**src/hdl/scmi_pkg.sv**
```systemverilog
// Shared widths, codes and defaults of the step curve evaluator.
package scmi_pkg;

    localparam int STEPS_DEF     = 16;
    localparam int FRAC_BITS_DEF = 16;

    localparam int POS_W = 21;
    localparam int VAL_W = 16;
    localparam int IDX_W = 4;

    // slope magnitude and divisor widths of the harmonic-mean divide
    localparam int SLOPE_W = 17;
    localparam int DEN_W   = 17;

    localparam logic [VAL_W-1:0] ENTRY_RESET = 16'h8000;

    localparam logic CMD_WRITE = 1'b0;
    localparam logic CMD_EVAL  = 1'b1;

    localparam int CFG_IDX_W  = 1;
    localparam int CFG_DATA_W = 1;
    localparam logic [CFG_IDX_W-1:0] CFG_LOOP_MODE = 1'b0;
    localparam logic [CFG_IDX_W-1:0] CFG_SMOOTH    = 1'b1;

endpackage

```
**src/hdl/scmi_ram.sv**
```systemverilog
// Generic single-port-write, registered-read RAM.
module scmi_ram
    import scmi_pkg::*;
#(
    parameter int WIDTH = VAL_W,
    parameter int DEPTH = STEPS_DEF
)(
    input  logic                     clk,
    input  logic                     we,
    input  logic [$clog2(DEPTH)-1:0] waddr,
    input  logic [WIDTH-1:0]         wdata,
    input  logic [$clog2(DEPTH)-1:0] raddr,
    output logic [WIDTH-1:0]         rdata
);

    logic [WIDTH-1:0] mem [0:DEPTH-1];

    always_ff @(posedge clk)
    begin
        if (we)
        begin
            mem[waddr] <= wdata;
        end
        rdata <= mem[raddr];
    end

endmodule

```
**config.mk**
```make
export PLATFORM = sky130hd
export DESIGN_NAME = scmi_ram
export DESIGN_NICKNAME = d
export VERILOG_FILES = /design/src/hdl/scmi_pkg.sv /design/src/hdl/scmi_ram.sv
export SDC_FILE = /design/constraint.sdc
export NUM_CORES = 1
export LEC_CHECK = 0
export ABC_CLOCK_PERIOD_IN_PS = 2700
export BUFFER_PORTS_ARGS = -buffer_cell sky130_fd_sc_hd__buf_2
export CORE_UTILIZATION = 45
export DETAILED_ROUTE_END_ITERATION = 6
export GPL_TIMING_DRIVEN = 0
export SYNTH_ARGS = -nofsm -noshare
export SYNTH_HDL_FRONTEND = slang
export SYNTH_SLANG_ARGS = --single-unit
```
**constraint.sdc**
```tcl
create_clock -name clk -period 2.7 [get_ports clk]
set_clock_uncertainty 0.15 [all_clocks]
set_input_delay 0.135 -clock clk [delete_from_list [all_inputs] [get_ports clk]]
set_output_delay 0.135 -clock clk [all_outputs]
set_load 0.01 [all_outputs]
```
==> impl_metrics.tcl <==
set metrics [dict create \
    rsz0062_at_grt "false" \
    hold_buffers 19 \
    worstMarginPinSlew_ns 0.949 \
    num_vias 4787 \
    outcome "finished, final reports clean" \
    synth_compound_area_share_pct 2.39 \
    crit_fanout 7 \
    clock_latency_ns 0.52 \
    fin_nets 562 \
    track_usage_pct 19.2 \
    regArea_um2 8010 \
    synth_simple_gate_area_share_pct 1.92 \
    synth.distinct_cells 19 \
    vdd_ir_drop_max_mv 0.581 \
    yosysTopAreaCell "edfxtp_1" \
    required_ns 2.75 \
    synthXorXnorAreaFrac_pct 0 \
    muxShareOfSynthArea_pct 14.7 \
    ios 42 \
    maxCapViolations 0 \
    cp-end-kind "flip-flop" \
    setup_violations 0 \
    clock_sinks 272 \
    critPathKind "in2reg" \
    yosys-top-cells-area "edfxtp_1, mux4_2, dfxtp_1" \
    postCtsSetupBuffers 0 \
    fin_crit_sh_pct 73.0 \
    drt_iter0_markers 531 \
    ys.flop_type "edfxtp_1" \
    synth_area_um2 10000 \
    cp-start-kind "primary input" \
    placementRows 54 \
    htree_num_levels 1 \
    grt_start_max_net_pins 17 \
    synth_fa_ha_area_share_pct 0 \
    multi_input_area_um2 1960 \
    wl_um 20500 \
    initial_core_util_pct 46.0 \
    synth-edff-count 256 \
    fin_crit_ns 1.97 \
    synth_commonest_cells "edfxtp_1, mux4_2, a22oi_1" \
    critPathArrivalTime_ns 2.02 \
    whs_ns 0.0239 \
    rrSetupSlack_ns 1.13 \
    syn_inst 432 \
    internal_power_uw 6860 \
    avgSynthCellArea_um2 23.2 \
    r2r_start "mem[1][8]" \
    synthArstFlopShare_pct 0 \
    yosysMostFrequentCell "edfxtp_1" \
    grt_pass1_vias 4926 \
    yosys_warnings 0 \
    dieWidth_um 151 \
    drcViolationCount 0 \
    gp_congestion 0.720 \
    p_leak_uw 0.00390 \
    swShare_pct 20.1 \
    hold_viol 0 \
    cellPowerDensity_nw_per_um2 721 \
    nFillCells 1644 \
    ant_nets 0 \
    grt_pass1_wl_um 30700 \
    wire_per_inst_um 24.6 \
    switching_power_uw 1730 \
    ctsResizeCount 0 \
    finalSetupTns_ns 0 \
    ys_seq_elements 272 \
    hold_path_depth 4 \
    syn-num-nets 458 \
    hp-class "in2reg" \
    synth-seq-area-share_pct 79.7 \
    die_y_um 151 \
    antenna_found_initial 0 \
    power_frac_clock_pct 39.3 \
    reg2reg_depth 3 \
    syn_to_final_growth_pct 18.5 \
    coreArea_um2 21800 \
    portBuffers 39 \
    synth_top_family_by_area "multiplexers" \
    clkTransAtPathRegs_ns 0.06 \
    pwr-share-comb_pct 5.4 \
    rr_endpoint "rdata[8]" \
    avgViaCountPerCell 5.73 \
    finalMaxSlewViolations 0 \
    hold_path_end "rdata[1]" \
    power_frac_seq_pct 55.2 \
    dp_hpwl_um 13100 \
    cts-buffers-inserted 27 \
    hold_start "raddr[0]" \
    drtPass1Iterations 5 \
    max_freq_mhz 507 \
    cts_root_buf "clkbuf_16" \
    cts_tree "yes" \
    dieArea_um2 22900 \
    overflow 0 \
    insertedDiodeCount 0 \
    final_layout_size_suffix_gt1_share_pct 31.4 \
    slew_headroom_pct 36.4 \
    synth_top_cell_area_share_pct 76.5 \
    clock_path_buffers 3 \
]
==> cell type report <==
cell class              count  share of cell area [%]
repair buffers             75                    5.54
plain buffers              21                    1.04
flip-flops and latches    272                    67.3
clock inverters            10                   0.378
well taps                 280                    2.94
clock buffers              38                    6.36
multi-input cells         139                    16.5
==> worst max-delay path by stage <==
stage | start | to | slack [ns] | cells past startpoint
after floorplan | waddr[2] | mem[0][0] | 0.36 | 2
after global placement | waddr[2] | mem[0][6] | -1.25 | 3
after detailed placement | raddr[1] | rdata[8] | 0.42 | 5
after CTS | waddr[1] | mem[0][2] | 0.71 | 4
after global routing | waddr[1] | mem[8][6] | 0.66 | 4
final | waddr[1] | mem[0][2] | 0.73 | 4
==> power by group through the flow <==
stage,Sequential (µW),Combinational (µW),Clock [µW]
4_1_cts,4740,475,3460
3_3_place_gp,4830,422,0
5_1_grt,4750,507,3610
6_report,4740,467,3380
3_5_place_dp,4830,453,0
2_1_floorplan,4840,230,0
==> layer usage <==
layer | part of all wire [%] | vias up | GRT usage, %
li1 | - | 2057 | -
met1 | 40 | 2508 | 25.7
met2 | 50 | 182 | 31.9
met3 | 6.8 | 40 | 3.37
met4 | 3.2 | 0 | 6.40
met5 | 0 | - | 0
==> worst max-delay path, cell delays in order <==
cell	delay (ns)
dlygate4sd3_1	0.53
buf_2	0.18
nor3_2	0.42
dlygate4sd3_1	0.76
==> stage by stage <==
stage,cell area (µm²),setup WS [ns],std cells,total power [µW],utilization [%]
2_1_floorplan,10000,0.360,432,5070,-
3_3_place_gp,10600,-1.25,751,5250,48.5
3_5_place_dp,10900,0.420,768,5280,50.0
4_1_cts,11900,0.714,835,8670,54.6
5_1_grt,11900,0.663,835,8870,54.6
6_report,11900,0.728,835,8590,54.6
==> cell usage in the layout (no fill, tap or decap), drive strengths merged <==
master,n
nor2b,2
edfxtp,256
clkbuf,46
nor3,4
nand3b,2
nand3,1
dfxtp,16
clkinv,10
and2,1
mux4,64
or3b,1
dlygate4sd3,19
nand2,17
buf,69
nor2,13
a22oi,32
nand2b,2
==> logic make-up (layout without fill, tap and decap cells) <==
logic type | count (synthesis) | in the layout
buffers and inverters | 21 | 144
DFF | 272 | 272
AOI/OAI and AO/OA | 32 | 32
muxes | 64 | 64
and+or+nand+nor | 43 | 43
==> sequential cells by signal, indices dropped and copies added (netlist names) <==
signal and count:
mem 256, rdata 16
Power figures use the tool's default switching activity.
