==> src/hdl/scmi_pkg.sv <==
// Shared widths, codes and defaults of the step curve evaluator.
package scmi_pkg;

    localparam int STEPS_DEF     = 16;
    localparam int FRAC_BITS_DEF = 16;

    localparam int POS_W = 21;
    localparam int VAL_W = 16;
    localparam int IDX_W = 4;

    // slope magnitude and divisor widths of the harmonic-mean divide
    localparam int SLOPE_W = 17;
    localparam int DEN_W   = 17;

    localparam logic [VAL_W-1:0] ENTRY_RESET = 16'h8000;

    localparam logic CMD_WRITE = 1'b0;
    localparam logic CMD_EVAL  = 1'b1;

    localparam int CFG_IDX_W  = 1;
    localparam int CFG_DATA_W = 1;
    localparam logic [CFG_IDX_W-1:0] CFG_LOOP_MODE = 1'b0;
    localparam logic [CFG_IDX_W-1:0] CFG_SMOOTH    = 1'b1;

endpackage

==> src/hdl/scmi_div.sv <==
// Pipelined restoring divider, one quotient bit per stage.
module scmi_div
    import scmi_pkg::*;
#(
    parameter int QW = SLOPE_W,
    parameter int DW = DEN_W
)(
    input  logic             clk,
    input  logic             rst_n,
    input  logic             in_valid,
    input  logic [QW+DW-1:0] num,
    input  logic [DW-1:0]    den,
    output logic             out_valid,
    output logic [QW-1:0]    quo
);

    // the upper DW bits of num must already be below den
    logic [DW-1:0] rem_reg [1:QW];
    logic [QW-1:0] low_reg [1:QW];
    logic [QW-1:0] q_reg   [1:QW];
    logic [DW-1:0] den_reg [1:QW];
    logic          v_reg   [1:QW];

    genvar j;
    generate
        for (j = 1; j <= QW; j++)
        begin : g_stage
            logic [DW-1:0] rem_in;
            logic [DW-1:0] den_in;
            logic [QW-1:0] low_in;
            logic [QW-1:0] q_in;
            logic          v_in;
            logic [DW:0]   trial;
            logic          fits;

            if (j == 1)
            begin : g_first
                assign rem_in = num[QW+DW-1:QW];
                assign low_in = num[QW-1:0];
                assign q_in   = '0;
                assign den_in = den;
                assign v_in   = in_valid;
            end
            else
            begin : g_rest
                assign rem_in = rem_reg[j-1];
                assign low_in = low_reg[j-1];
                assign q_in   = q_reg[j-1];
                assign den_in = den_reg[j-1];
                assign v_in   = v_reg[j-1];
            end

            assign trial = {rem_in, low_in[QW-1]};
            assign fits  = (trial >= {1'b0, den_in});

            always_ff @(posedge clk or negedge rst_n)
            begin
                if (!rst_n)
                begin
                    v_reg[j] <= 1'b0;
                end
                else
                begin
                    v_reg[j] <= v_in;
                end
            end

            always_ff @(posedge clk)
            begin
                rem_reg[j] <= fits ? DW'(trial - {1'b0, den_in}) : DW'(trial);
                low_reg[j] <= {low_in[QW-2:0], 1'b0};
                q_reg[j]   <= {q_in[QW-2:0], fits};
                den_reg[j] <= den_in;
            end
        end
    endgenerate

    assign out_valid = v_reg[QW];
    assign quo       = q_reg[QW];

endmodule
==> config.mk <==
export PLATFORM = sky130hd
export DESIGN_NAME = scmi_div
export DESIGN_NICKNAME = d
export VERILOG_FILES = /design/src/hdl/scmi_pkg.sv /design/src/hdl/scmi_div.sv
export SDC_FILE = /design/constraint.sdc
export NUM_CORES = 1
export LEC_CHECK = 0
export ABC_CLOCK_PERIOD_IN_PS = 6000
export BUFFER_PORTS_ARGS = -buffer_cell sky130_fd_sc_hd__buf_2
export CAP_MARGIN = 15
export CORE_ASPECT_RATIO = 0.9
export CORE_MARGIN = 8
export CORE_UTILIZATION = 65
export DETAILED_ROUTE_END_ITERATION = 10
export PLACE_DENSITY = 0.82
export SLEW_MARGIN = 20
export SYNTH_ARGS = -nofsm -noshare
export SYNTH_HDL_FRONTEND = slang
export SYNTH_SLANG_ARGS = --single-unit
==> constraint.sdc <==
create_clock -name clk -period 6 [get_ports clk]
set_input_delay 1.2 -clock clk [delete_from_list [all_inputs] [get_ports clk]]
set_output_delay 1.2 -clock clk [all_outputs]
set_load 0.02 [all_outputs]
==> metrics.yaml <==
power:
  clkPwrFrac_pct: 22.5
  pwr_density_cell_mw_per_mm2: 609
  netSwitchingPower_w: 0.00806
  p_comb_share_pct: 41.8
  swShare_pct: 35.6
  leakagePower_nw: 17.4
  power.internal_w: 0.0146
  pwr-share-seq_pct: 35.7
  ir_worst_vdd_v: 0.000379
worst_setup_path:
  timing.rr.start: "low_reg[0][47]$_DFF_P_"
  max_stage_delay_ns: 0.81
  cp_max_fo: 17
  crit_type: "reg -> reg"
  worstPathCellList: "inv_1, ha_1, inv_1, fa_1, a21o_1, a21oi_1, o21bai_1, a21oi_1, o21ai_0, o2111ai_1, a31oi_1, nor2_2, mux2_2"
  critPathCaptureType: "flip-flop"
  crit_arrival_ns: 4.66
  setup.worst_path.start: "low_reg[0][47]$_DFF_P_"
  start_kind: "flip-flop"
  required_ns: 6.52
  crit_buf_inv: 2
  cp_top_family: "compound AO/OA/AOI/OAI gates"
  crit_slowest_cell: "nor2_2"
sta:
  hold_viol: 0
  rsz0062_at_grt: "false"
  max_clock_freq_ghz: 0.242
  setup_violations: 0
  period_needed_ns: 4.14
  hold_slack_ns: 0.321
  slew_headroom_pct: 30.1
  worst_pin_slew_ns: 1.04
  fin_setup_tns_ns: 0
  skew_ns: 0.0178
  drv_slew: 0
  fin_crit_sh_pct: 69.0
clock_tree:
  h-tree-depth: 3
  cts_resized: 0
  clk_pin_slew_worst_paths_ns: 0.06
  post_cts_buffers: 0
  postCtsHoldBufs: 0
  insertion_delay_ns: 0.63
  cts.sink_count: 850
  cts_inserted_buffers: 80
  cts_root_buffer: "clkbuf_16"
  cts.path.max_buffers: 3
  tritoncts: "built"
synthesis:
  synth_area_mm2: 0.0333
  synth_ff_type: "dfxtp_1"
  syn-num-nets: 3574
  synth-seq-cells: 850
  ys_types: 76
  syn_area_per_cell_um2: 10.4
  async_reset_ff_share_pct: 2.00
  synth-seq-area-share_pct: 51.3
  ys_warn_count: 0
  synth-edff-count: 0
  syn_inst: 3215
route:
  viasPerCell: 5.49
  wl_per_cell_um: 15.9
  totalWireLength_mm: 64.7
  vias: 22400
  ant_nets: 0
  drt_iter0_drc: 1387
  first_pass_iters: 5
  drcViolationCount: 0
floorplanning:
  die_h_um: 231
  die_w_um: 255
  num_io_pins: 72
  core_area_mm2: 0.0506
  start_util_pct: 65.9
  die_area_mm2: 0.0588
  fp-row-count: 78
outcome:
  status: "finished, final reports clean"
hold_path:
  hp-class: "reg -> reg"
  hold_path_startpoint: "q_reg[0][52]$_DFF_P_"
final_layout:
  most-common-layout-cells: "dfxtp_1 (833), inv_1 (375), ha_1 (289)"
  n_antenna_cell: 0
  drive_gt1_share_pct: 10.7
  final_common_cell: "dfxtp_1"
  fin_nets: 3695
  fin_util_pct: 73.6
  syn_to_final_growth_pct: 11.6
placed_design:
  io_buffer_count: 71
  hpwl_mm: 47.5
  gp_congestion: 0.909
global_routing:
  grt_antenna_before_repair: 0
  grt_max_degree: 35
  grt_pass1_vias: 22700
  grt_pass1_wl_mm: 108
  grt_overflow: 0
  grtUsageTotal_pct: 21.9
run:
  max-cap-violations: 0
## area by class of cell
cell class / count / area (µm²)
fill: 3508 / 13400
inverter: 375 / 1410
tap: 680 / 851
timing repair buffer: 81 / 430
multi-input combinational: 1948 / 14700
clock inverter: 27 / 425
sequential: 850 / 17100
clock buffer: 114 / 2280
## worst register-to-register path, stage by stage (launching register included)
cell and delay [ns]:
dfxtp_1 0.30, inv_1 0.06, ha_1 0.16, inv_1 0.05, fa_1 0.40, a21o_1 0.19
a21oi_1 0.24, o21bai_1 0.09, a21oi_1 0.33, o21ai_0 0.31, o2111ai_1 0.37, a31oi_1 0.28
nor2_2 0.81, mux2_2 0.43
## final timing paths
check	to	slack, ns	depth (start not counted)
max	rem_reg[0][56]$_DFF_P_	1.86	13
min in group asynchronous	g_stage[3].v_in$_DFF_PN0_	0.48	1
max in group asynchronous	g_stage[4].v_in$_DFF_PN0_	5.24	1
min	q_reg[0][70]$_DFF_P_	0.32	0
min reg2reg	q_reg[0][70]$_DFF_P_	0.32	0
max reg2reg	rem_reg[0][56]$_DFF_P_	1.86	13
## logic make-up after synthesis
logic type,after synthesis,share of synthesized area [%]
mux,140,4.76
compound gates,725,13.8
buf+inv,417,4.83
flops,850,51.3
fa+ha+maj,305,11.8
xor+xnor,217,5.70
simple gates,561,7.77
## stage by stage
stage	cells	worst slack, ns	cell area [µm²]	power (W)
floorplan	3215	2.03	33300	0.0153
global placement	3934	1.43	34400	0.0169
detailed placement	3934	1.34	34500	0.0174
CTS	4075	1.91	37200	0.0226
global route	4075	1.57	37200	0.0242
finish	4075	1.86	37200	0.0226
## synth_stat cells, types with 12 or more instances
cell type	count	area (µm²)
dfrtp_1	17	425
a21oi_1	202	1010
dfxtp_1	833	16700
xnor2_1	134	1170
fa_1	16	320
mux2i_1	14	140
nand2_1	194	728
ha_1	289	3620
o21a_1	21	158
o31ai_1	18	135
nand4_1	37	231
a31oi_1	12	75.1
a21o_1	117	878
nor2_1	150	563
nand3_1	35	175
nor2b_1	31	194
clkbuf_1	27	101
o21ai_0	192	961
and3_1	12	75.1
nand2b_1	27	169
a211oi_1	20	150
o21bai_1	41	308
xor2_1	83	727
nor3_1	35	175
mux2_2	116	1310
inv_1	375	1410
## routing by layer
metal  wire length, µm  vias up  global-route usage [%]
met5                 0        -                       0
met1             29900    10600                    28.7
met4              1420        0                    6.27
met2             30600      514                    36.9
li1                  -    11200                       -
met3              2860      106                    3.70
## power by group through the flow
stage | registers, W | clock network [W] | logic [W]
2_1_floorplan | 0.00795 | 0 | 0.00736
3_5_place_dp | 0.00816 | 0 | 0.00921
5_1_grt | 0.00822 | 0.00543 | 0.0105
4_1_cts | 0.00807 | 0.00520 | 0.00935
6_report | 0.00807 | 0.00510 | 0.00947
3_3_place_gp | 0.00810 | 0 | 0.00881
Power figures use the tool's default switching activity.
